File: config.mk
export PLATFORM = sky130hd
export DESIGN_NAME = vdm_queue
export DESIGN_NICKNAME = d
export VERILOG_FILES = /design/src/hdl/vector_distance_multi_metric_defines.svh /design/src/hdl/vdm_pkg.sv /design/src/hdl/vdm_queue.sv
export SDC_FILE = /design/constraint.sdc
export NUM_CORES = 1
export LEC_CHECK = 0
export BUFFER_PORTS_ARGS = -buffer_cell sky130_fd_sc_hd__buf_2
export CAP_MARGIN = 15
export CORE_MARGIN = 2
export CORE_UTILIZATION = 48
export DETAILED_ROUTE_END_ITERATION = 7
export PLACE_DENSITY = 0.74
export SLEW_MARGIN = 10
export SYNTH_ARGS = -nofsm -noshare
export SYNTH_HDL_FRONTEND = slang
export SYNTH_SLANG_ARGS = --single-unit
File: constraint.sdc
create_clock -name clk -period 14.77 [get_ports clk]
set_input_delay 2.2155 -clock clk [delete_from_list [all_inputs] [get_ports clk]]
set_output_delay 2.2155 -clock clk [all_outputs]
set_load 0.03 [all_outputs]
File: src/hdl/vector_distance_multi_metric_defines.svh
// Assertion macros for the vector distance RTL, included by vdm_back.
// Depends on nothing; the including module provides clk and arst_n.
`ifndef VECTOR_DISTANCE_MULTI_METRIC_DEFINES_SVH
`define VECTOR_DISTANCE_MULTI_METRIC_DEFINES_SVH
`define VDM_ASSERT(lbl, prop) lbl: assert property (@(posedge clk) disable iff (!arst_n) \
	prop) else $error("vdm assertion failed");
`define VDM_ASSERT_NEXT(lbl, pre, post) lbl: assert property (@(posedge clk) \
	disable iff (!arst_n) (pre) |=> (post)) else $error("vdm assertion failed");
`endif

File: src/hdl/vdm_pkg.sv
// Package for the vector distance block: payload structs, codes and constants.
// Depends on nothing; used by every module of the block.
`default_nettype none
package vdm_pkg;
	localparam int ELEM_WIDTH = 16;
	localparam int ACC_W = 40;
	localparam int DIST_W = 22;
	localparam int MAX_ELEMS_DEF = 64;
	localparam int QDEPTH = 2;
	localparam logic [1:0] METRIC_EUC = 2'd0;
	localparam logic [1:0] METRIC_MAN = 2'd1;
	localparam logic [ACC_W-1:0] ACC_UMAX = {ACC_W{1'b1}};
	localparam logic [ACC_W-1:0] ACC_SMAX = {1'b0, {(ACC_W-1){1'b1}}};
	localparam logic [ACC_W-1:0] ACC_SMIN = {1'b1, {(ACC_W-1){1'b0}}};
	localparam logic [DIST_W-1:0] DIST_MAX = {DIST_W{1'b1}};
	localparam logic [DIST_W-1:0] COS_ONE = DIST_W'(16384);

	typedef struct packed {
		logic signed [ELEM_WIDTH-1:0] a_elem;
		logic signed [ELEM_WIDTH-1:0] b_elem;
		logic last;
	} vdm_in_t;

	typedef struct packed {
		logic [DIST_W-1:0] distance;
		logic zero_norm;
	} vdm_out_t;

	typedef struct packed {
		logic [1:0] metric;
		logic [ACC_W-1:0] diff;
		logic signed [ACC_W-1:0] dot;
		logic [ACC_W-1:0] norm_a;
		logic [ACC_W-1:0] norm_b;
	} vdm_snap_t;
endpackage
`default_nettype wire

File: src/hdl/vdm_queue.sv
// Short queue of per-vector sum snapshots between front and back parts.
// Depends on vdm_pkg for the snapshot type and depth.
`default_nettype none
module vdm_queue (
	input wire logic clk,
	input wire logic arst_n,
	input wire logic push,
	input wire vdm_pkg::vdm_snap_t push_data,
	output logic full,
	input wire logic pop,
	output logic avail,
	output vdm_pkg::vdm_snap_t pop_data
);
	import vdm_pkg::*;
	localparam int PTR_W = (QDEPTH > 1) ? $clog2(QDEPTH) : 1;

	vdm_snap_t mem_q [QDEPTH];
	logic [PTR_W-1:0] wr_q, rd_q;
	logic [PTR_W:0] cnt_q;

	function automatic logic [PTR_W-1:0] inc(logic [PTR_W-1:0] p);
		return (p == PTR_W'(QDEPTH - 1)) ? '0 : p + 1'b1;
	endfunction

	assign full = cnt_q == (PTR_W+1)'(QDEPTH);
	assign avail = cnt_q != '0;
	assign pop_data = mem_q[rd_q];

	always_ff @(posedge clk or negedge arst_n) begin
		if (!arst_n) begin
			wr_q <= '0;
			rd_q <= '0;
			cnt_q <= '0;
		end else begin
			if (push) begin
				wr_q <= inc(wr_q);
			end
			if (pop) begin
				rd_q <= inc(rd_q);
			end
			cnt_q <= cnt_q + (PTR_W+1)'(push) - (PTR_W+1)'(pop);
		end
	end

	always_ff @(posedge clk) begin
		if (push) begin
			mem_q[wr_q] <= push_data;
		end
	end
endmodule
`default_nettype wire

Word-level counts from Yosys, hierarchy flattened
Memory sizes are Yosys's and may differ from the RTL's. Index checks and enable logic that the tools add are counted.

Register bits: 4. RAM bits: 324. Word-level logic and storage cells: 14. Memories: 1.

Memory list: mem_q (words 2, width 162, rd ports 1, clocked after Yosys merged registers in 0, wr ports 1, line vdm_queue.sv:17) `vdm_snap_t mem_q [QDEPTH];`.

Add/subtract/negate cells: 4. Equality and inequality tests: 1. Mux-type cells: 4. Reductions and logical operators: 1.

Operator list (number): $mux W1 (4); $add A1 B1 Y1 const B (2); $add A2 B1 Y2 (1); $eq A2 B2 Y1 const B (1); $reduce_bool A2 Y1 (1); $sub A2 B1 Y2 (1).

Logic depth before layout (Yosys ltp)
Depth after elaboration: 2. Mapped depth: 5. Depth with buffers taken out: 5.

Worst setup path after synthesis
No wires, ideal clock.

Path kind: input to register. From: in push. To: mem mem_q[0][0] (netlist name) (enable). Library setup time: 705 ps. Arrival time: 9216 ps. Required time: 14065 ps. Path slack: 4849 ps. Cell stages on the path: 1. Path buffers: 0. Cell sequence: nor2b_1.

Longest elaborated chain between the ends: 2.

RTL lines: start, declared (line vdm_queue.sv:7) `input wire logic push,`; $mux W1 (line vdm_queue.sv:46) `if (push) begin`; $mux W1 (not written as such) (line vdm_queue.sv:47) `mem_q[wr_q] <= push_data;`; end, declared (line vdm_queue.sv:17).

Every way passes these cells.

==> metrics.md <==
| Metric | Value |
|---|---|
| Initial Utilization | `roughly 49%` |
| Crit end category | `output port` |
| Clock buffer count from CTS | `34` |
| Final hold vios | `0` |
| Max incr delay on CP | `890 ps` |
| P_leak | `just under 6 nW` |
| Post-synthesis sequential area ratio | `approximately 81%` |
| Pwr Density | `about 210 nW/µm²` |
| Routed WL per cell | `~18 µm` |
| Min-delay worst type | `reg2reg` |
| Fmax | `between 150 and 200 MHz` |
| Vias in the first global route | `around 6,300` |
| CP arrival | `about 2800 ps` |
| Post-route DRC | `0` |
| Commonest cells in the netlist | `324 x edfxtp_1, 92 x mux2_2, 70 x mux2_4, 9 x buf_2, 9 x buf_6` |
| First-pass GRT wire length | `between 30 and 40 mm` |
| Crit Path Max Fanout | `between 50 and 60` |
| Most used DFF post-synth | `edfxtp_1` |
| Final slew viol count | `0` |
| Hold-fix buffers, CTS | `0` |
| HPWL after detailed placement | `15.1 mm` |
| Vias after detailed routing | `~6,100` |
| Worst IR Drop VDD | `between 0.1 and 0.15 mV` |
| Root buffer cell | `clkbuf_16` |
| Post-CTS setup buffer count | `0` |
| Number of synthesis warnings | `0` |
| Area growth syn-to-layout | `24.9%` |
| CP max-delay cell | `buf_4` |
| Hold path depth | `1` |
| Synth Net Count | `687` |
| Worst setup path category | `reg2out` |
| Synth Register Bits | `between 300 and 400` |
| Die Wd | `about 160 µm` |
| Cell Chain, Critical Path | `buf_4 > mux2_2 > buf_2` |
| Most frequent cell after synthesis | `edfxtp_1` |
| Synth async-reset ratio | `roughly 1.2%` |
| Antenna violations before repair | `4` |
| Cell count after synthesis | `519` |
| Overall routing resource usage | `roughly 16%` |
| Yosys top cell area share | `80.0%` |
| Reg2Reg Depth | `2` |
| Maxcap violations | `0` |
| Gpl congestion | `about 0.73` |
| Worst-path clk slew | `around 50 ps` |
| Fillers | `between 1,500 and 2,000` |
| Clock latency on the worst-skew pair | `500 ps` |
| Die height | `163 µm` |
| Clock tree buffer depth | `3` |
| Post-synth EDFFs | `between 300 and 400` |
| RSZ-0062 raised after global routing | `false` |
| Final clock skew | `8.52 ps` |
| Final min period | `~5000 ps` |
| Setup tns final | `0 ps` |
| Yosys top cell by area | `edfxtp_1` |
| Top Ports | `330` |
| Yosys cell types | `13` |
| Post-cts resize count | `0` |
| Die area | `26,600 µm²` |
| CTS tree | `done` |
| Top cells by area, synth | `edfxtp_1 80%, mux2_4 8.6%, mux2_2 8.5%` |
| Worst slew pin tran | `between 1000 and 1500 ps` |
| Vias per cell | `4.96` |
| Antenna Nets Post-Route | `0` |
| Final wirelength | `22.6 mm` |
| Core area | `roughly 25,000 µm²` |
| Nets | `between 1,000 and 1,500` |
| Layout cells sized above 1 | `a little over 60%` |
| Fin util | `about three fifths` |
| Num rows | `just under 60` |
| Grt ovf | `0` |
| Port bufs | `roughly 330` |
| DRT Pass-1 Iters | `6` |
| CTS HTree Levels | `2` |
| Slew margin rel. | `30.7%` |
| Final Cycle Share | `between 30% and 40%` |
| Critical path launch point type | `flop` |
| Netlist Area Pre-Place | `12,200 µm²` |
| Initial drt markers | `371` |
| Largest net degree at the start of global routing | `71` |
| Final setup fails | `0` |
| Critical path required time | `about 13,000 ps` |
| Clk sinks | `328` |
| Post-synthesis average cell area | `between 20 and 25 µm²` |
| Status | `complete, no violations` |
## stage by stage
step                setup slack [ps]  total power, mW  area, µm²  cells  hold slack, ps
global placement               10230             2.44      14100   1166             526
finish                          9750             3.23      15200   1227             540
global route                    9590             3.37      15200   1226             578
detailed placement             10240             2.46      14100   1166             533
CTS                             9690             3.27      15200   1224             541
floorplan                       4850             2.21      12200    519             453
## state kept, by name, indices dropped and copies added (netlist names)
signal,flops
cnt_q,2
wr_q,1
mem_q,324
rd_q,1
## where the power goes
part	internal [mW]	leakage (nW)	switching (mW)
clock	0.483	0.517	0.318
combinational	0.413	2.33	0.718
sequential	1.24	3.09	0.0588
## worst paths after layout
path	from	to	slack (ps)
max in group asynchronous	arst_n	rd_q$_DFFE_PN0P_	13110
min reg2reg	wr_q$_DFFE_PN0P_	wr_q$_DFFE_PN0P_	540
max	rd_q$_DFFE_PN0P_	pop_data[158]	9750
max reg2reg	wr_q$_DFFE_PN0P_	mem_q[0][29]$_DFFE_PP_	12360
min in group asynchronous	arst_n	rd_q$_DFFE_PN0P_	1520
min	wr_q$_DFFE_PN0P_	wr_q$_DFFE_PN0P_	540
## worst max-delay path, delay by kind of cell, from the launching register on
| family | cells | cell delay, ps |
|---|---|---|
| muxes | 1 | 420 |
| DFF | 1 | 770 |
| buffers and inverters | 2 | 1070 |
## routing by layer
layer | share of wire (%) | GRT usage, %
met5 | 0.062 | 0
met4 | 2.8 | 6.56
met3 | 9.5 | 6.07
met2 | 50 | 27.3
met1 | 38 | 18.8
## cell families (layout without fill, tap and decap cells)
| family | count (synthesis) | in the layout | share of synthesized area, % |
|---|---|---|---|
| xor gates and xnor gates | 3 | 3 | 0.340 |
| adders and majority gates | 2 | 2 | 0.206 |
| buffers and inverters | 20 | 395 | 1.27 |
| DFF | 328 | 328 | 80.8 |
| muxes | 162 | 162 | 17.2 |
| other | 0 | 3 | 0 |
| and+or+nand+nor | 4 | 4 | 0.206 |
## layout make-up
cell class | instances | area (µm²) | share of cell area (%)
antenna | 3 | 7.51 | 0.0494
timing repair buffer | 335 | 1690 | 11.1
clock inverter | 17 | 154 | 1.01
clock buffer | 41 | 898 | 5.91
tap | 330 | 413 | 2.72
multi-input combinational | 171 | 2190 | 14.4
sequential | 328 | 9830 | 64.7
inverter | 2 | 7.51 | 0.0494
## placed cells by master (no fill, tap or decap), types with 2 or more instances in the layout
cell type  synthesis  final
ha_1               2      2
buf_2              9    329
edfxtp_1         324    324
dfrtp_1            4      3
xor2_1             2      2
inv_1              2      2
mux2_4            70     70
clkbuf_16          0     35
clkinv_2           0      5
clkbuf_1           0      6
diode_2            0      3
clkinv_1           0      8
buf_4              0      6
bufinv_16          0      3
mux2_2            92     92
No activity file was read; power rests on OpenSTA's default activity.
