[src/hdl/vector_distance_multi_metric_defines.svh]
// Assertion macros for the vector distance RTL, included by vdm_back.
// Depends on nothing; the including module provides clk and arst_n.
`ifndef VECTOR_DISTANCE_MULTI_METRIC_DEFINES_SVH
`define VECTOR_DISTANCE_MULTI_METRIC_DEFINES_SVH
`define VDM_ASSERT(lbl, prop) lbl: assert property (@(posedge clk) disable iff (!arst_n) \
	prop) else $error("vdm assertion failed");
`define VDM_ASSERT_NEXT(lbl, pre, post) lbl: assert property (@(posedge clk) \
	disable iff (!arst_n) (pre) |=> (post)) else $error("vdm assertion failed");
`endif

[src/hdl/vdm_pkg.sv]
// Package for the vector distance block: payload structs, codes and constants.
// Depends on nothing; used by every module of the block.
`default_nettype none
package vdm_pkg;
	localparam int ELEM_WIDTH = 16;
	localparam int ACC_W = 40;
	localparam int DIST_W = 22;
	localparam int MAX_ELEMS_DEF = 64;
	localparam int QDEPTH = 2;
	localparam logic [1:0] METRIC_EUC = 2'd0;
	localparam logic [1:0] METRIC_MAN = 2'd1;
	localparam logic [ACC_W-1:0] ACC_UMAX = {ACC_W{1'b1}};
	localparam logic [ACC_W-1:0] ACC_SMAX = {1'b0, {(ACC_W-1){1'b1}}};
	localparam logic [ACC_W-1:0] ACC_SMIN = {1'b1, {(ACC_W-1){1'b0}}};
	localparam logic [DIST_W-1:0] DIST_MAX = {DIST_W{1'b1}};
	localparam logic [DIST_W-1:0] COS_ONE = DIST_W'(16384);

	typedef struct packed {
		logic signed [ELEM_WIDTH-1:0] a_elem;
		logic signed [ELEM_WIDTH-1:0] b_elem;
		logic last;
	} vdm_in_t;

	typedef struct packed {
		logic [DIST_W-1:0] distance;
		logic zero_norm;
	} vdm_out_t;

	typedef struct packed {
		logic [1:0] metric;
		logic [ACC_W-1:0] diff;
		logic signed [ACC_W-1:0] dot;
		logic [ACC_W-1:0] norm_a;
		logic [ACC_W-1:0] norm_b;
	} vdm_snap_t;
endpackage
`default_nettype wire

[src/hdl/vdm_front.sv]
// Front part: accepts element pairs, multiplies, and keeps the running sums.
// Depends on vdm_pkg; pushes one sum snapshot per vector into the queue.
`default_nettype none
module vdm_front #(
	parameter int MAX_ELEMS = vdm_pkg::MAX_ELEMS_DEF
) (
	input wire logic clk,
	input wire logic arst_n,
	input wire logic [1:0] metric,
	input wire logic in_valid,
	output logic in_stall,
	input wire vdm_pkg::vdm_in_t in_data,
	input wire logic q_full,
	output logic q_push,
	output vdm_pkg::vdm_snap_t q_data
);
	import vdm_pkg::*;
	localparam int CNT_W = $clog2(MAX_ELEMS + 1);
	localparam int SQ_W = 2 * (ELEM_WIDTH + 1);

	logic [CNT_W-1:0] cnt_q;
	logic valid_s1, use_s1, last_s1, euc_s1;
	logic [SQ_W-1:0] sqd_s1;
	logic [ELEM_WIDTH:0] absd_s1;
	logic signed [2*ELEM_WIDTH-1:0] ab_s1;
	logic [2*ELEM_WIDTH-1:0] aa_s1, bb_s1;
	logic [ACC_W-1:0] diff_q, na_q, nb_q;
	logic signed [ACC_W-1:0] dot_q;
	logic [ACC_W-1:0] diff_n, na_n, nb_n;
	logic signed [ACC_W-1:0] dot_n;
	logic accept, go;
	logic signed [ELEM_WIDTH:0] d;
	logic [ELEM_WIDTH:0] dm;
	logic [ELEM_WIDTH-1:0] ma, mb;

	function automatic logic [ACC_W-1:0] sat_add(logic [ACC_W-1:0] acc, logic [ACC_W-1:0] x);
		logic [ACC_W:0] s;
		s = {1'b0, acc} + {1'b0, x};
		return s[ACC_W] ? ACC_UMAX : s[ACC_W-1:0];
	endfunction

	assign go = !(last_s1 && q_full);
	assign in_stall = valid_s1 && !go;
	assign accept = in_valid && !in_stall;

	always_comb begin
		d = (ELEM_WIDTH+1)'(in_data.a_elem) - (ELEM_WIDTH+1)'(in_data.b_elem);
		dm = d[ELEM_WIDTH] ? (ELEM_WIDTH+1)'(-d) : d;
		ma = in_data.a_elem[ELEM_WIDTH-1] ? ELEM_WIDTH'(-in_data.a_elem) : in_data.a_elem;
		mb = in_data.b_elem[ELEM_WIDTH-1] ? ELEM_WIDTH'(-in_data.b_elem) : in_data.b_elem;
	end

	always_ff @(posedge clk or negedge arst_n) begin
		if (!arst_n) begin
			cnt_q <= '0;
			valid_s1 <= 1'b0;
		end else begin
			if (accept) begin
				if (in_data.last) begin
					cnt_q <= '0;
				end else if (cnt_q < CNT_W'(MAX_ELEMS)) begin
					cnt_q <= cnt_q + 1'b1;
				end
				valid_s1 <= 1'b1;
			end else if (go) begin
				valid_s1 <= 1'b0;
			end
		end
	end

	always_ff @(posedge clk) begin
		if (accept) begin
			use_s1 <= cnt_q < CNT_W'(MAX_ELEMS);
			last_s1 <= in_data.last;
			euc_s1 <= metric == METRIC_EUC;
			sqd_s1 <= SQ_W'(dm) * SQ_W'(dm);
			absd_s1 <= dm;
			ab_s1 <= in_data.a_elem * in_data.b_elem;
			aa_s1 <= (2*ELEM_WIDTH)'(ma) * (2*ELEM_WIDTH)'(ma);
			bb_s1 <= (2*ELEM_WIDTH)'(mb) * (2*ELEM_WIDTH)'(mb);
		end
	end

	always_comb begin
		logic signed [ACC_W:0] s;
		s = '0;
		diff_n = diff_q;
		dot_n = dot_q;
		na_n = na_q;
		nb_n = nb_q;
		if (use_s1) begin
			diff_n = sat_add(diff_q, euc_s1 ? ACC_W'(sqd_s1) : ACC_W'(absd_s1));
			s = {dot_q[ACC_W-1], dot_q} + (ACC_W+1)'(ab_s1);
			dot_n = (s[ACC_W] != s[ACC_W-1]) ? (s[ACC_W] ? ACC_SMIN : ACC_SMAX)
				: s[ACC_W-1:0];
			na_n = sat_add(na_q, ACC_W'(aa_s1));
			nb_n = sat_add(nb_q, ACC_W'(bb_s1));
		end
	end

	always_ff @(posedge clk or negedge arst_n) begin
		if (!arst_n) begin
			diff_q <= '0;
			dot_q <= '0;
			na_q <= '0;
			nb_q <= '0;
		end else if (valid_s1 && go) begin
			if (last_s1) begin
				diff_q <= '0;
				dot_q <= '0;
				na_q <= '0;
				nb_q <= '0;
			end else begin
				diff_q <= diff_n;
				dot_q <= dot_n;
				na_q <= na_n;
				nb_q <= nb_n;
			end
		end
	end

	assign q_push = valid_s1 && go && last_s1;
	assign q_data = '{metric: metric, diff: diff_n, dot: dot_n, norm_a: na_n, norm_b: nb_n};
endmodule
`default_nettype wire

[config.mk]
export PLATFORM = sky130hd
export DESIGN_NAME = vdm_front
export DESIGN_NICKNAME = d
export VERILOG_FILES = /design/src/hdl/vector_distance_multi_metric_defines.svh /design/src/hdl/vdm_pkg.sv /design/src/hdl/vdm_front.sv
export SDC_FILE = /design/constraint.sdc
export NUM_CORES = 2
export LEC_CHECK = 0
export BUFFER_PORTS_ARGS = -buffer_cell sky130_fd_sc_hd__clkbuf_2
export CAP_MARGIN = 15
export CORE_AREA = 2 2 266 334
export DETAILED_ROUTE_END_ITERATION = 16
export DIE_AREA = 0 0 268 336
export PLACE_DENSITY_LB_ADDON = 0.15
export SLEW_MARGIN = 15
export SYNTH_ARGS = -nofsm -noshare
export SYNTH_HDL_FRONTEND = slang
export SYNTH_SLANG_ARGS = --single-unit
[constraint.sdc]
create_clock -name clk -period 6.1 [get_ports clk]
set_input_delay 0.915 -clock clk [delete_from_list [all_inputs] [get_ports clk]]
set_output_delay 0.915 -clock clk [all_outputs]
set_load 0.05 [all_outputs]
# --- After elaboration in Yosys (flattened, before gate mapping) ---
# Cells that the tools add are included.
word_totals:
  inputBits: 39
  regBits: 318
  wordCells: 61
  output_inout_bits: 164
classes:
  eq_ne: 2
  add_sub_neg: 9
  n_lt_le_gt_ge: 1
  mux: 21
  mul: 4
  n_reduce_logical: 10
op_table:
  columns: ["operator", "count"]
  rows:
  - ["40-bit 2-to-1 mux", 13]
  - ["40-bit by 32-bit adder with 41-bit output", 3]
  - ["16-bit by 16-bit multiplier with 32-bit output", 3]
  - ["40-bit by 34-bit adder with 41-bit output", 1]
  - ["17-bit by 17-bit multiplier with 34-bit output", 1]
  - ["34-bit 2-to-1 mux", 1]
  - ["16-bit 2-to-1 mux", 2]
  - ["16-bit negator", 2]
  - ["17-bit 2-to-1 mux", 1]
  - ["17-bit negator", 1]
  - ["16-bit by 16-bit subtractor with 17-bit output", 1]
  - ["7-bit 2-to-1 mux", 2]
  - ["7-bit by 1-bit adder with 7-bit output, second input constant", 1]
  - ["7-bit less-than comparator, second input constant", 1]
  - ["1-bit logical AND", 5]
  - ["1-bit logical NOT", 2]
  - ["2-bit logical NOT", 1]
  - ["1-bit 2-to-1 mux", 2]
  - ["2-bit != test, second input constant", 1]
  - ["2-bit AND reduction", 1]
  - ["2-bit nonzero test", 1]
  - ["1-bit != test", 1]

# --- Depth between registers and ports, before layout ---
logic_depth:
  depth_word: 5
  mapped_depth: 40

# --- Least setup slack after synthesis ---
# OpenSTA, ideal clock, no wires.
synth_timing:
  kind: "in2reg"
  startpoint: "in in_data[17] (netlist bit)"
  endpoint: "reg sqd_s1[31] (data pin)"
  t_required_ns: 5.836
  arrival_time_ns: 9.416
  setup_ns: 0.264
  slack_ns: -3.579
  stages: 36
  path_buffers: 1
  path_cell_list: "inv_1 > buf_1 > ha_1 > fa_1 > nor2b_1 > o31a_2 > o21a_1 > or3_1 > a22oi_2 > o211ai_1 > nand2b_1 > o31a_1 > xor2_1 > inv_1 > nand2_1 > inv_1 > fa_1 > inv_1 > fa_1 > fa_1 > inv_1 > fa_1 > fa_1 > inv_1 > fa_1 > inv_1 > ha_1 > and2_1 > a22o_1 > a311oi_1 > o311a_1 > o31ai_1 > a31o_2 > and2_1 > a221oi_1 > xnor2_1"
synth_between:
  elab_chain_len: 4
synth_rtl:
  columns: ["item", "line", "source"]
  rows:
  - ["from (decl)", "vdm_front.sv:12", "input wire vdm_pkg::vdm_in_t in_data,"]
  - ["16-bit by 16-bit subtractor with 17-bit output *", "vdm_front.sv:47", "d = (ELEM_WIDTH+1)'(in_data.a_elem) - (ELEM_WIDTH+1)'(in_data.b_elem);"]
  - ["17-bit negator", "vdm_front.sv:48", "dm = d[ELEM_WIDTH] ? (ELEM_WIDTH+1)'(-d) : d;"]
  - ["17-bit 2-to-1 mux *", "vdm_front.sv:48", null]
  - ["17-bit by 17-bit multiplier with 34-bit output *", "vdm_front.sv:76", "sqd_s1 <= SQ_W'(dm) * SQ_W'(dm);"]
  - ["to (signal assigned)", "vdm_front.sv:76", null]
  - ["to (decl)", "vdm_front.sv:23", "logic [SQ_W-1:0] sqd_s1;"]
# Mark *: on every way between the ends. The rest lies on a longest branch, timed or not.
# A chain may end at the register's enable or synchronous reset.

# --- Worst setup path in the final report ---
layout_timing:
  startpoint: "in in_data[3] (netlist bit)"
  endpoint: "reg sqd_s1[30] (data pin)"
# Same word-level chain as after synthesis.

==> key figures <==
Run status
  – Status: finished with violations
  – Failing checks: setup timing

Layout
  – Layout fillers: roughly 6000
  – Fin nets: approximately 8300
  – Final cell count without fillers: 8149
  – Commonest non-fill, non-tap cell in the layout: inv_1
  – Area Growth Syn to Fin: 24.3%
  – Commonest cells after routing, fill and taps aside: inv_1, buf_4, fa_1
  – Share of layout cells above drive strength 1: 23.8%

Global route
  – Antenna violations before repair: 2
  – Total gr overflow: 0
  – GR Util All Layers: 36.5%
  – Vias in the first global route: 47958
  – Largest net degree at the start of global routing: approximately 170
  – First-pass GRT wire length: 255000 um

Synth
  – Mapped Avg Cell Area: 8.92 um2
  – Largest family of logic cells by synthesized area: adder cells
  – Ys Warns: 0
  – Mux cell area share after synthesis: less than 1%
  – Synth Area in Adders: a little over two fifths
  – Netlist cell types: 86
  – Number of synthesized flops with an enable pin: 146
  – Seq/Total Area, Yosys: around 16%
  – Primary FF master, synth: dfrtp_1
  – #FFs+latches synth: between 300 and 400
  – Synth Area in XOR/XNOR: 5.05%
  – Cells after Synth: ~6000
  – Ys async rst share: ~54%
  – Compound-Gate Fraction of Synth Area: between 10% and 20%
  – Synthesized area: between 50000 and 60000 um2
  – Post-synthesis simple-gate area fraction: roughly an eighth

Timing
  – Clock skew: between 30 and 40 ps
  – Max Slew Vio Count: 0
  – Unrepaired setup endpoints after global routing: true
  – Final Hold Fails: 0
  – Worst-Margin Slew: about 1100 ps
  – Fin worst setup slack: -2570 ps
  – Tmin final: around 8700 ps
  – Slew Limit Headroom: approximately a quarter
  – Final setup viols: 78
  – F_max: between 100 and 150 MHz
  – Fin crit share: 142%

Floorplan
  – Boundary Pins: about 200
  – Die height: 336 um
  – Initial core utilization: 61.6%
  – Site row count: around 120
  – Die area: around 90000 um2
  – Area of the core: roughly 87000 um2
  – Die width: 268 um

Placed design
  – Hpwl dp: 131000 um
  – Routability congestion estimate: roughly 0.98
  – Placed insts: 7966
  – Post-placement setup slack: -3440 ps
  – Port bufs: between 200 and 250

Clocking
  – Clock edge transition at the registers on the reported setup and hold paths: ~60 ps
  – Maximum buffer depth of the clock tree: 3
  – H-tree level count: 2
  – Worst skew pair latency: around 600 ps
  – CTS tree: built
  – Num CTS Buffers: 37
  – CTS Sinks: about 310
  – Root Driver: clkbuf_16

Route
  – Wire length per cell: 20.2 um
  – Vias per inst: ~5.7
  – Vias: 46195
  – Total Routed Length: between 150000 and 200000 um
  – Residual DRC: 0
  – DRT Pass-1 Iters: 6
  – Post-DRT Antenna Nets: 0
  – Iter 0 DRT Violations: approximately 3000

Worst hold path
  – Min-delay worst type: primary input to asynchronous set/reset pin

Worst setup path
  – Critical path startpoint: in_data[3]
  – Slowest stage delay, CP: roughly 530 ps
  – WP data required: about 6400 ps
  – Bufs and invs on worst path: 11
  – Highest-delay cell along the critical path: fa_1
  – CP startpoint kind: primary input
  – Max Fanout on Critical Path: 3
  – Crit Reg-Reg Startpoint: ab_s1[0]
  – Crit Path Class: primary input to flip-flop
  – Setup crit end kind: flip-flop
  – Crit path DAT: between 8000 and 9000 ps
  – Cell family with most CP delay: adder cells

Job
  – Max_cap viols: 0
==> routing by layer <==
layer | routed length, um | vias to the layer above | global-route usage, %
met5 | 13 | - | 0
met4 | 10300 | 2 | 18.6
met3 | 11800 | 462 | 5.92
met2 | 79300 | 1681 | 62.5
met1 | 63100 | 22773 | 44.6
li1 | - | 21277 | -
==> layout make-up <==
type / count / area (um2) / area share [%]
Antenna cell: 1 / 2.50 / 0.00376
Clock buffer: 40 / 968 / 1.46
Clock inverter: 28 / 347 / 0.521
Inverter: 1148 / 4380 / 6.59
Multi-Input combinational cell: 4354 / 42300 / 63.6
Sequential cell: 314 / 8590 / 12.9
Tap cell: 1168 / 1460 / 2.20
Timing Repair Buffer: 1096 / 8440 / 12.7
==> cell families after synthesis <==
kind of cell,Yosys count
simple gates,1542
buf+inv,1357
fa+ha+maj,1333
compound gates,1105
flops,314
xor+xnor,306
mux,32
other cells,2
==> per-stage QoR <==
step,TNS [ps],hold slack [ps],utilization [%],instance area [um2]
after global routing,-105910,470,76.6,66500
after detailed placement,-168320,502,72.0,62500
final,-90250,388,76.6,66500
after CTS,-85370,441,75.3,65300
after global placement,-158080,493,72.0,62500
after floorplan,-94440,470,-,55300
==> registers in the layout (all words and copies together), names as in the netlist, 7 cells and up <==
name and count:
diff_q 40, nb_q 40, absd_s1 16, bb_s1 31, cnt_q 7, na_q 40
sqd_s1 33, aa_s1 31, ab_s1 32, dot_q 40
==> worst paths after layout <==
path	endpoint	slack, ps	depth (start not counted)
setup / recovery	sqd_s1[30]	-2570	39
hold / removal	nb_q[6]	390	1
setup reg to reg	dot_q[30]	1500	15
hold reg to reg	nb_q[22]	510	2
max in group asynchronous	dot_q[22]	4530	2
min in group clk	nb_q[22]	510	2
==> what timing repair did <==
action | CTS | global route
endpoints found under the setup margin | 99 | 126
endpoints found under the hold margin | 0 | 0
resized for setup | 212 | 220
cloned | 3 | 0
buffers inserted | 64 | 63
pin swaps | 127 | 145
hold buffers | 0 | 0
==> worst reg2reg max path, delay by kind of cell (launching register included) <==
kind | cells | cell delay [ps]
xor gates and xnor gates | 1 | 220
AOI/OAI and AO/OA | 7 | 1780
adders and majority gates | 2 | 710
and+or+nand+nor | 2 | 650
DFF | 1 | 400
buffers and inverters | 3 | 750
==> cells in the mapped netlist, drive strengths merged (19+ instances only) <==
master | count | area share [%]
dfrtp | 168 | 7.9
edfxtp | 146 | 8.2
and3 | 36 | 0.42
a21oi | 320 | 3.0
xnor2 | 201 | 3.3
o21ai | 164 | 1.5
nand4 | 36 | 0.45
o31ai | 27 | 0.38
xor2 | 105 | 1.7
nand3 | 65 | 0.61
mux2 | 24 | 0.51
nor2 | 561 | 4.0
nand2 | 529 | 3.7
nor2b | 21 | 0.25
o21a | 43 | 0.60
a22o | 70 | 1.1
a211oi | 34 | 0.49
ha | 548 | 13
a21o | 131 | 1.8
clkbuf | 174 | 1.2
nand2b | 53 | 0.62
buf | 35 | 0.35
o21bai | 42 | 0.59
a22oi | 33 | 0.47
inv | 1135 | 8.0
fa | 785 | 29
and2 | 119 | 1.4
nor3 | 57 | 0.53
o211ai | 19 | 0.27
a31oi | 108 | 1.3
Power is left out: the tool's default activity adds up to more than one toggle a clock period on the data nets, which glitch-free logic cannot reach.
