[src/hdl/vector_distance_multi_metric_defines.svh]
// Assertion macros for the vector distance RTL, included by vdm_back.
// Depends on nothing; the including module provides clk and arst_n.
`ifndef VECTOR_DISTANCE_MULTI_METRIC_DEFINES_SVH
`define VECTOR_DISTANCE_MULTI_METRIC_DEFINES_SVH
`define VDM_ASSERT(lbl, prop) lbl: assert property (@(posedge clk) disable iff (!arst_n) \
	prop) else $error("vdm assertion failed");
`define VDM_ASSERT_NEXT(lbl, pre, post) lbl: assert property (@(posedge clk) \
	disable iff (!arst_n) (pre) |=> (post)) else $error("vdm assertion failed");
`endif

[src/hdl/vdm_pkg.sv]
// Package for the vector distance block: payload structs, codes and constants.
// Depends on nothing; used by every module of the block.
`default_nettype none
package vdm_pkg;
	localparam int ELEM_WIDTH = 16;
	localparam int ACC_W = 40;
	localparam int DIST_W = 22;
	localparam int MAX_ELEMS_DEF = 64;
	localparam int QDEPTH = 2;
	localparam logic [1:0] METRIC_EUC = 2'd0;
	localparam logic [1:0] METRIC_MAN = 2'd1;
	localparam logic [ACC_W-1:0] ACC_UMAX = {ACC_W{1'b1}};
	localparam logic [ACC_W-1:0] ACC_SMAX = {1'b0, {(ACC_W-1){1'b1}}};
	localparam logic [ACC_W-1:0] ACC_SMIN = {1'b1, {(ACC_W-1){1'b0}}};
	localparam logic [DIST_W-1:0] DIST_MAX = {DIST_W{1'b1}};
	localparam logic [DIST_W-1:0] COS_ONE = DIST_W'(16384);

	typedef struct packed {
		logic signed [ELEM_WIDTH-1:0] a_elem;
		logic signed [ELEM_WIDTH-1:0] b_elem;
		logic last;
	} vdm_in_t;

	typedef struct packed {
		logic [DIST_W-1:0] distance;
		logic zero_norm;
	} vdm_out_t;

	typedef struct packed {
		logic [1:0] metric;
		logic [ACC_W-1:0] diff;
		logic signed [ACC_W-1:0] dot;
		logic [ACC_W-1:0] norm_a;
		logic [ACC_W-1:0] norm_b;
	} vdm_snap_t;
endpackage
`default_nettype wire

[src/hdl/vdm_back.sv]
// Back part: square roots, multiply and divide that turn sums into a distance.
// Depends on vdm_pkg and the assertion macro header; feeds the result register.
`default_nettype none
`include "vector_distance_multi_metric_defines.svh"
module vdm_back (
	input wire logic clk,
	input wire logic arst_n,
	input wire logic q_avail,
	input wire vdm_pkg::vdm_snap_t q_data,
	output logic q_pop,
	output logic out_valid,
	input wire logic out_stall,
	output vdm_pkg::vdm_out_t out_data
);
	import vdm_pkg::*;
	localparam int SV_W = 48;
	localparam int RT_W = SV_W / 2;
	localparam int DEN_W = 2 * RT_W;
	localparam int NUM_W = ACC_W + 22;
	localparam logic [2:0] ST_IDLE = 3'd0;
	localparam logic [2:0] ST_SQA = 3'd1;
	localparam logic [2:0] ST_SQB = 3'd2;
	localparam logic [2:0] ST_MUL = 3'd3;
	localparam logic [2:0] ST_OVF = 3'd4;
	localparam logic [2:0] ST_DIV = 3'd5;
	localparam logic [2:0] ST_FIN = 3'd6;

	logic [2:0] state_q;
	logic [4:0] cnt_q;
	logic euc_q, neg_q, zn_q;
	logic [ACC_W-1:0] nb_q;
	logic [SV_W-1:0] sv_q, sb_q;
	logic [SV_W:0] sr_q;
	logic [RT_W-1:0] ra_q, rb_q;
	logic [DEN_W-1:0] den_q;
	logic [NUM_W-1:0] rem_q, dv_q;
	logic [14:0] quo_q;
	logic [14:0] quo_n;
	logic [DIST_W-1:0] res_q;
	logic [SV_W-1:0] sv_n;
	logic [SV_W:0] sr_n, tr;
	logic [ACC_W-1:0] mdot;
	logic [DIST_W-1:0] c;

	always_comb begin
		tr = sr_q + {1'b0, sb_q};
		if ({1'b0, sv_q} >= tr) begin
			sv_n = sv_q - tr[SV_W-1:0];
			sr_n = (sr_q >> 1) + {1'b0, sb_q};
		end else begin
			sv_n = sv_q;
			sr_n = sr_q >> 1;
		end
		mdot = q_data.dot[ACC_W-1] ? ACC_W'(-q_data.dot) : q_data.dot;
		quo_n = {quo_q[13:0], rem_q >= dv_q};
		c = ({7'd0, quo_n} > COS_ONE) ? COS_ONE : {7'd0, quo_n};
	end

	assign q_pop = (state_q == ST_IDLE) && q_avail;

	always_ff @(posedge clk or negedge arst_n) begin
		if (!arst_n) begin
			state_q <= ST_IDLE;
			cnt_q <= '0;
			out_valid <= 1'b0;
		end else begin
			if (state_q == ST_FIN && (!out_valid || !out_stall)) begin
				out_valid <= 1'b1;
			end else if (out_valid && !out_stall) begin
				out_valid <= 1'b0;
			end
			case (state_q)
				ST_IDLE: begin
					if (q_avail) begin
						cnt_q <= '0;
						if (q_data.metric == METRIC_MAN) begin
							state_q <= ST_FIN;
						end else if (q_data.metric == METRIC_EUC) begin
							state_q <= ST_SQA;
						end else if (q_data.norm_a == '0 || q_data.norm_b == '0) begin
							state_q <= ST_FIN;
						end else begin
							state_q <= ST_SQA;
						end
					end
				end
				ST_SQA, ST_SQB: begin
					if (cnt_q == 5'(RT_W - 1)) begin
						cnt_q <= '0;
						if (state_q == ST_SQB) begin
							state_q <= ST_MUL;
						end else begin
							state_q <= euc_q ? ST_FIN : ST_SQB;
						end
					end else begin
						cnt_q <= cnt_q + 1'b1;
					end
				end
				ST_MUL: state_q <= ST_OVF;
				ST_OVF: begin
					state_q <= ({1'b0, rem_q} >= ({15'd0, den_q} << 15)) ? ST_FIN : ST_DIV;
				end
				ST_DIV: begin
					cnt_q <= cnt_q + 1'b1;
					if (cnt_q == 5'd14) begin
						state_q <= ST_FIN;
					end
				end
				ST_FIN: begin
					if (!out_valid || !out_stall) begin
						state_q <= ST_IDLE;
					end
				end
				default: state_q <= ST_IDLE;
			endcase
		end
	end

	always_ff @(posedge clk) begin
		case (state_q)
			ST_IDLE: begin
				euc_q <= q_data.metric == METRIC_EUC;
				neg_q <= q_data.dot[ACC_W-1];
				nb_q <= q_data.norm_b;
				rem_q <= NUM_W'(mdot) << 22;
				quo_q <= '0;
				sr_q <= '0;
				sb_q <= SV_W'(1) << (SV_W - 2);
				zn_q <= 1'b0;
				if (q_data.metric == METRIC_MAN) begin
					res_q <= (q_data.diff > ACC_W'(DIST_MAX)) ? DIST_MAX
						: q_data.diff[DIST_W-1:0];
				end else if (q_data.metric == METRIC_EUC) begin
					sv_q <= SV_W'(q_data.diff);
				end else begin
					sv_q <= SV_W'(q_data.norm_a) << 8;
					res_q <= COS_ONE;
					zn_q <= 1'b1;
				end
			end
			ST_SQA, ST_SQB: begin
				if (cnt_q == 5'(RT_W - 1) && state_q == ST_SQA) begin
					ra_q <= sr_n[RT_W-1:0];
					res_q <= DIST_W'(sr_n[RT_W-1:0]);
					sv_q <= SV_W'(nb_q) << 8;
					sr_q <= '0;
					sb_q <= SV_W'(1) << (SV_W - 2);
				end else begin
					sv_q <= sv_n;
					sr_q <= sr_n;
					sb_q <= sb_q >> 2;
					if (cnt_q == 5'(RT_W - 1)) begin
						rb_q <= sr_n[RT_W-1:0];
					end
				end
			end
			ST_MUL: den_q <= DEN_W'(ra_q) * DEN_W'(rb_q);
			ST_OVF: begin
				zn_q <= 1'b0;
				dv_q <= NUM_W'(den_q) << 14;
				res_q <= neg_q ? (COS_ONE + COS_ONE) : '0;
			end
			ST_DIV: begin
				if (rem_q >= dv_q) begin
					rem_q <= rem_q - dv_q;
				end
				quo_q <= quo_n;
				dv_q <= dv_q >> 1;
				if (cnt_q == 5'd14) begin
					res_q <= neg_q ? COS_ONE + c : COS_ONE - c;
				end
			end
			ST_FIN: begin
				if (!out_valid || !out_stall) begin
					out_data.zero_norm <= zn_q;
					out_data.distance <= res_q;
				end
			end
			default: ;
		endcase
	end

	`VDM_ASSERT(pop_only_idle, q_pop |-> state_q == ST_IDLE)
	`VDM_ASSERT(zero_norm_is_one, out_valid && out_data.zero_norm |-> out_data.distance == COS_ONE)
	`VDM_ASSERT_NEXT(fin_leaves, state_q == ST_FIN && !out_valid, out_valid && state_q == ST_IDLE)
endmodule
`default_nettype wire

[config.mk]
export PLATFORM = sky130hd
export DESIGN_NAME = vdm_back
export DESIGN_NICKNAME = d
export VERILOG_FILES = /design/src/hdl/vdm_pkg.sv /design/src/hdl/vdm_back.sv
export VERILOG_INCLUDE_DIRS = /design/src /design/src/hdl
export SDC_FILE = /design/constraint.sdc
export NUM_CORES = 2
export LEC_CHECK = 0
export ABC_AREA = 1
export BUFFER_PORTS_ARGS = -buffer_cell sky130_fd_sc_hd__buf_2
export CAP_MARGIN = 15
export CORE_MARGIN = 8
export CORE_UTILIZATION = 45
export CTS_CLUSTER_SIZE = 8
export DETAILED_ROUTE_END_ITERATION = 8
export HOLD_SLACK_MARGIN = 0.15
export PLACE_DENSITY = 0.65
export SYNTH_ARGS = -nofsm -noshare
export SYNTH_HDL_FRONTEND = slang
export SYNTH_SLANG_ARGS = --single-unit
[constraint.sdc]
create_clock -name clk -period 7.25 [get_ports clk]
set_input_delay 0.3625 -clock clk [delete_from_list [all_inputs] [get_ports clk]]
set_output_delay 0.3625 -clock clk [all_outputs]
set_load 0.005 [all_outputs]
# == Word level (Yosys, flattened, before mapping) ==
# Index checks and enable logic that the tools add are counted.
# W data, S select, Z words.
# word_totals
regBits,476
latchBits,0
ramBits,0
rom_bits,0
in_bits,166
output_inout_bits,25
wordCells,123
n_memories,0
# op_classes
add_sub_neg,8
mul,1
div_mod_pow,0
magnitude_cmp,5
eq_ne,18
n_shift,0
n_mux,43
bitwise,1
n_reduce_logical,28
# ops
cell,count
$pmux W62 S2,2
$mux W48,4
$pmux W48 S2,2
$mux W22,6
$mux W49,2
$pmux W49 S2,1
$pmux W22 S4,1
$logic_not A40 Y1,2
$ge A62 B63 Y1,1
$ge A62 B62 Y1,1
$mux W62,1
$sub A62 B62 Y62,1
$add A48 B48 Y49,1
$add A49 B48 Y49,1
$ge A48 B49 Y1,1
$mul A24 B24 Y48,1
$sub A48 B48 Y48,1
$mux W47,1
$gt A40 B22 Y1 const B,1
$mux W40,1
$neg A40 Y40,1
$pmux W14 S2,1
$mux W3,9
$pmux W3 S6,1
33 further kinds,60

# == Longest topological paths before layout ==
# logic_depth
depth_word,7
mapped_depth,31
ltp_nobuf,30

# == Worst setup path after synthesis ==
# Ideal clock, no wire load.
# synth_path
path_kind,register to register
startpoint,register sr_q[8]
endpoint,register sv_q[0] (enable)
setup_ns,0.526
arrival_time_ns,7.237
required_ns,6.724
setup_slack_ns,-0.512
stages_incl_launch_ff,26
n_path_buf,0
period_less_slack_ns,7.762
path_cell_list,edfxtp_1 > ha_1 > nand2_1 > o21ai_0 > inv_1 > o21ai_0 > nand3_1 > o211ai_1 > a21oi_1 > o21ai_0 > a22oi_1 > o21ai_0 > xnor2_1 > ha_1 > nand2_1 > nor2_1 > nand2_1 > o21ai_0 > nand2_1 > nand3_1 > nand2_1 > nand2_2 > nand2_4 > nand2_2 > inv_2 > a211oi_1
# synth_between
elab_chain_cells,4
# synth_lines
element,line,rtl
"start, declared",vdm_back.sv:33,logic [SV_W:0] sr_q;
"start signal, assigned",vdm_back.sv:150,sr_q <= sr_n;
$add A49 B48 Y49,vdm_back.sv:46,"tr = sr_q + {1'b0, sb_q};"
$ge A48 B49 Y1,vdm_back.sv:47,"if ({1'b0, sv_q} >= tr) begin"
$ne A3 B3 Y1 (no line),-,
$reduce_and A3 Y1 (no line),-,
"end signal, assigned",vdm_back.sv:134,sv_q <= SV_W'(q_data.diff);
"end signal, assigned",vdm_back.sv:136,sv_q <= SV_W'(q_data.norm_a) << 8;
"end signal, assigned",vdm_back.sv:145,sv_q <= SV_W'(nb_q) << 8;
"end, declared",vdm_back.sv:32,"logic [SV_W-1:0] sv_q, sb_q;"
# No other way between the ends.
# A chain may end at the register's enable or synchronous reset.

# == Worst setup path in the final report ==
# layout_path
startpoint,register rb_q[12]
endpoint,register den_q[44] (data pin)
# layout_between
elab_chain_cells,1
# layout_lines
element,line,rtl
"start, declared",vdm_back.sv:34,"logic [RT_W-1:0] ra_q, rb_q;"
"start signal, assigned",vdm_back.sv:153,rb_q <= sr_n[RT_W-1:0];
$mul A24 B24 Y48,vdm_back.sv:157,ST_MUL: den_q <= DEN_W'(ra_q) * DEN_W'(rb_q);
"end signal, assigned",vdm_back.sv:157,
"end, declared",vdm_back.sv:35,logic [DEN_W-1:0] den_q;
# No other way between the ends.

==> summary.md <==
| Metric | Value |
|---|---|
| Die area | 0.1246 mm² |
| Final setup TNS | 0 ns |
| Largest net degree at the start of global routing | 104 |
| CP Max Fanout | 10 |
| Worst setup EP type | flop |
| Hold/Removal Path Class | in2reg |
| WL per Instance | 19.51 µm |
| Root Driver | clkbuf_16 |
| Warnings, synthesis | 0 |
| Share of layout cells above drive strength 1 | 8.122% |
| All-Layer GR Usage | 25.91% |
| Fill count | 10766 |
| Die Y | 352.9 µm |
| DR pass1 iterations | 6 |
| Total Routed Length | 163300 µm |
| P_leak | 28.60 nW |
| Max Cap Viol | 0 |
| Primary FF master, synth | edfxtp_1 |
| Rel. slew slack | 26.00% |
| Effective utilization at floorplan | 45.41% |
| Number of DRC markers in iteration 0 | 3684 |
| Sequential Area | 0.01353 mm² |
| Post-Synthesis Cells | 6467 |
| Clk slew on worst S/H paths | 0.05 ns |
| Most used cell, CP | fa_1 |
| Placed Area | 0.05435 mm² |
| Cts bufs inserted | 68 |
| IO Port Bufs | 190 |
| Slowest CP cell | fa_1 |
| # DRC | 0 |
| Max incr delay on CP | 0.60 ns |
| Avg Cell Area, Syn | 7.900 µm² |
| Delay-heaviest family, CP | adder cells |
| Clk sinks | 452 |
| Data arrival, critical path | 7.26 ns |
| Power Dens Cells | 358.5 mW/mm² |
| Async SR Flop Fraction | 1.991% |
| Dpl hpwl | 130500 µm |
| Fin. Hold Viols | 0 |
| Yosys reg bits | 452 |
| Register area share after synthesis | 26.48% |
| H-tree levels | 3 |
| Vias per cell | 5.319 |
| Vias | 44524 |
| Worst Hold Slack | 0.1840 ns |
| TritonCTS clock tree | built |
| Fmax | 144.8 MHz |
| Minimum clock period | 6.906 ns |
| Tightest Pin Transition | 1.108 ns |
| Status | complete, no violations |
| Num ports | 191 |
| Die width | 352.9 µm |
| Setup violations, final | 0 |
| Fin nets | 7880 |
| Placed cell count | 8111 |
| Max Clock Skew | 0.03191 ns |
| Area of the multi-input gates | 0.03150 mm² |
| Gr ovfl total | 0 |
| Clk Latency, worst-skew pair | 0.64 ns |
| CP bufs+invs | 6 |
| Vias in the first global route | 45943 |
| Core Box Area | 0.1125 mm² |
| Synth cell types | 65 |
| Rows | 123 |
| RePlAce Congestion | 0.9692 |
| CP Class | reg2reg |
| EDFF count, synth | 443 |
| Initial antenna violation count | 3 |
| Fin area | 0.05798 mm² |
| Post-Syn Area | 0.05109 mm² |
| Period utilization | 95.25% |
| Non-Filler Instances | 8371 |
| ANT nets after route | 0 |
| Max rail drop VDD | 0.3279 mV |
| Worst Path Required | 7.60 ns |
| Layout area overhead | 13.49% |
| Fin util | 51.53% |
| Worst setup SP type | flop |
| Fin. max-slew vios | 0 |
| Global-route wire length before repair | 256600 µm |
| CTS Buffer Depth | 3 |
| Syn nets | 7502 |
==> repair_timing <==
action,in CTS,in global routing
gates resized for setup,0,8
hold buffers,117,0
setup buffers,0,47
hold endpoints to repair,113,0
endpoints found under the setup margin,0,16
==> routing by layer <==
metal	GRT usage [%]	vias up	wire, µm
li1	-	21238	-
met1	32.98	21297	66990
met2	44.40	1628	78270
met3	3.585	357	10670
met4	10.43	4	7391
met5	0	-	21
==> path summary, 6_finish.rpt <==
check	startpoint	slack, ns	cells past startpoint	end
max	rb_q[12]$_DFFE_PP_	0.34	25	den_q[44]$_DFFE_PP_
max in group asynchronous	arst_n	6.17	3	state_q[1]$_DFFE_PN0P_
max reg2reg	rb_q[12]$_DFFE_PP_	0.34	25	den_q[44]$_DFFE_PP_
min in group asynchronous	arst_n	0.76	3	state_q[2]$_DFFE_PN0P_
min	q_data[76]	0.18	4	sv_q[44]$_DFFE_PP_
min reg2reg	res_q[12]$_DFFE_PP_	0.42	0	out_data[13]$_DFFE_PP_
==> synth_stat cells (all sizes together), types with 3 or more instances <==
cell	count	area share (%)
a2111oi	3	0.051
a211oi	10	0.15
a21boi	12	0.18
a21o	25	0.37
a21oi	359	3.6
a221oi	4	0.069
a22oi	6	0.088
a31o	3	0.051
a31oi	32	0.39
a32o	6	0.12
and3	4	0.049
buf	22	0.27
clkbuf	150	1.1
dfrtp	9	0.44
edfxtp	443	26
fa	484	19
ha	385	9.4
inv	1455	11
nand2	1480	11
nand3	229	2.3
nand3b	6	0.088
nand4	52	0.64
nor2	493	3.7
nor3	61	0.61
nor4	42	0.51
nor4b	4	0.069
o2111ai	17	0.29
o211ai	15	0.22
o21a	25	0.37
o21ai	349	3.5
o21bai	28	0.43
o221ai	18	0.31
o22ai	16	0.20
o31ai	20	0.29
o32ai	4	0.069
o41ai	5	0.10
or2	11	0.13
xnor2	79	1.4
xor2	90	1.6
==> report_power, final <==
part	switching (W)	internal, W
Clock	0.00123	0.00182
Combinational	0.00846	0.00394
Sequential	0.000794	0.00454
==> flip-flops by register name, summed over array words and instances (netlist names) <==
name / flops
euc_q: 1
nb_q: 40
sv_q: 48
sr_q: 49
neg_q: 1
sb_q: 24
quo_q: 14
out_valid: 1
out_data: 23
cnt_q: 5
res_q: 22
state_q: 3
rb_q: 24
rem_q: 62
zn_q: 1
ra_q: 24
dv_q: 62
den_q: 48
==> cells in the final DEF, fill, tap and decap left out, types with 26 or more instances in the layout <==
master         synthesis  routed
nor2_1               472     466
o21ai_0              313     310
nand3_1              222     222
fa_1                 484     484
inv_1               1447    1445
buf_2                  6     190
ha_1                 385     385
a21oi_1              356     353
nand4_1               52      52
o21bai_1              26      26
dlygate4sd3_1          0     117
edfxtp_1             443     443
buf_4                  1     155
nor4_1                42      42
clkbuf_16              0      70
xor2_1                89      89
xnor2_1               79      79
nand2_2               26      26
nand2_1             1453    1453
nor3_1                60      59
a31oi_1               32      32
==> final cells by class <==
type | count | share of cell area, %
Timing Repair Buffer | 480 | 6.289
Inverter | 1457 | 9.438
Clock buffer | 87 | 3.149
Clock inverter | 8 | 0.2093
Multi-Input combinational cell | 4386 | 54.34
Tap cell | 1500 | 3.237
Antenna cell | 1 | 0.004316
Sequential cell | 452 | 23.33
==> logic make-up after synthesis <==
kind of cell	after synthesis	synth area share [%]
simple gates	2385	19.19
buf+inv	1629	12.08
compound gates	963	10.94
fa+ha+maj	869	28.40
flops	452	26.48
xor+xnor	169	2.912
==> worst min-delay path: cells and delay by family <==
| kind | cells | cell delay, ns |
|---|---|---|
| compound gates | 1 | 0.16 |
| buf+inv | 2 | 0.14 |
| simple gates | 1 | 0.06 |
==> through the flow <==
stage          setup slack, ns  total power, W
6_report                0.3441         0.02079
5_1_grt              -0.005920         0.02228
4_1_cts                0.09339         0.02070
3_5_place_dp           0.09710         0.01735
3_3_place_gp            0.2289         0.01725
2_1_floorplan           0.4682         0.01349
(Power assumes the default switching activity.)
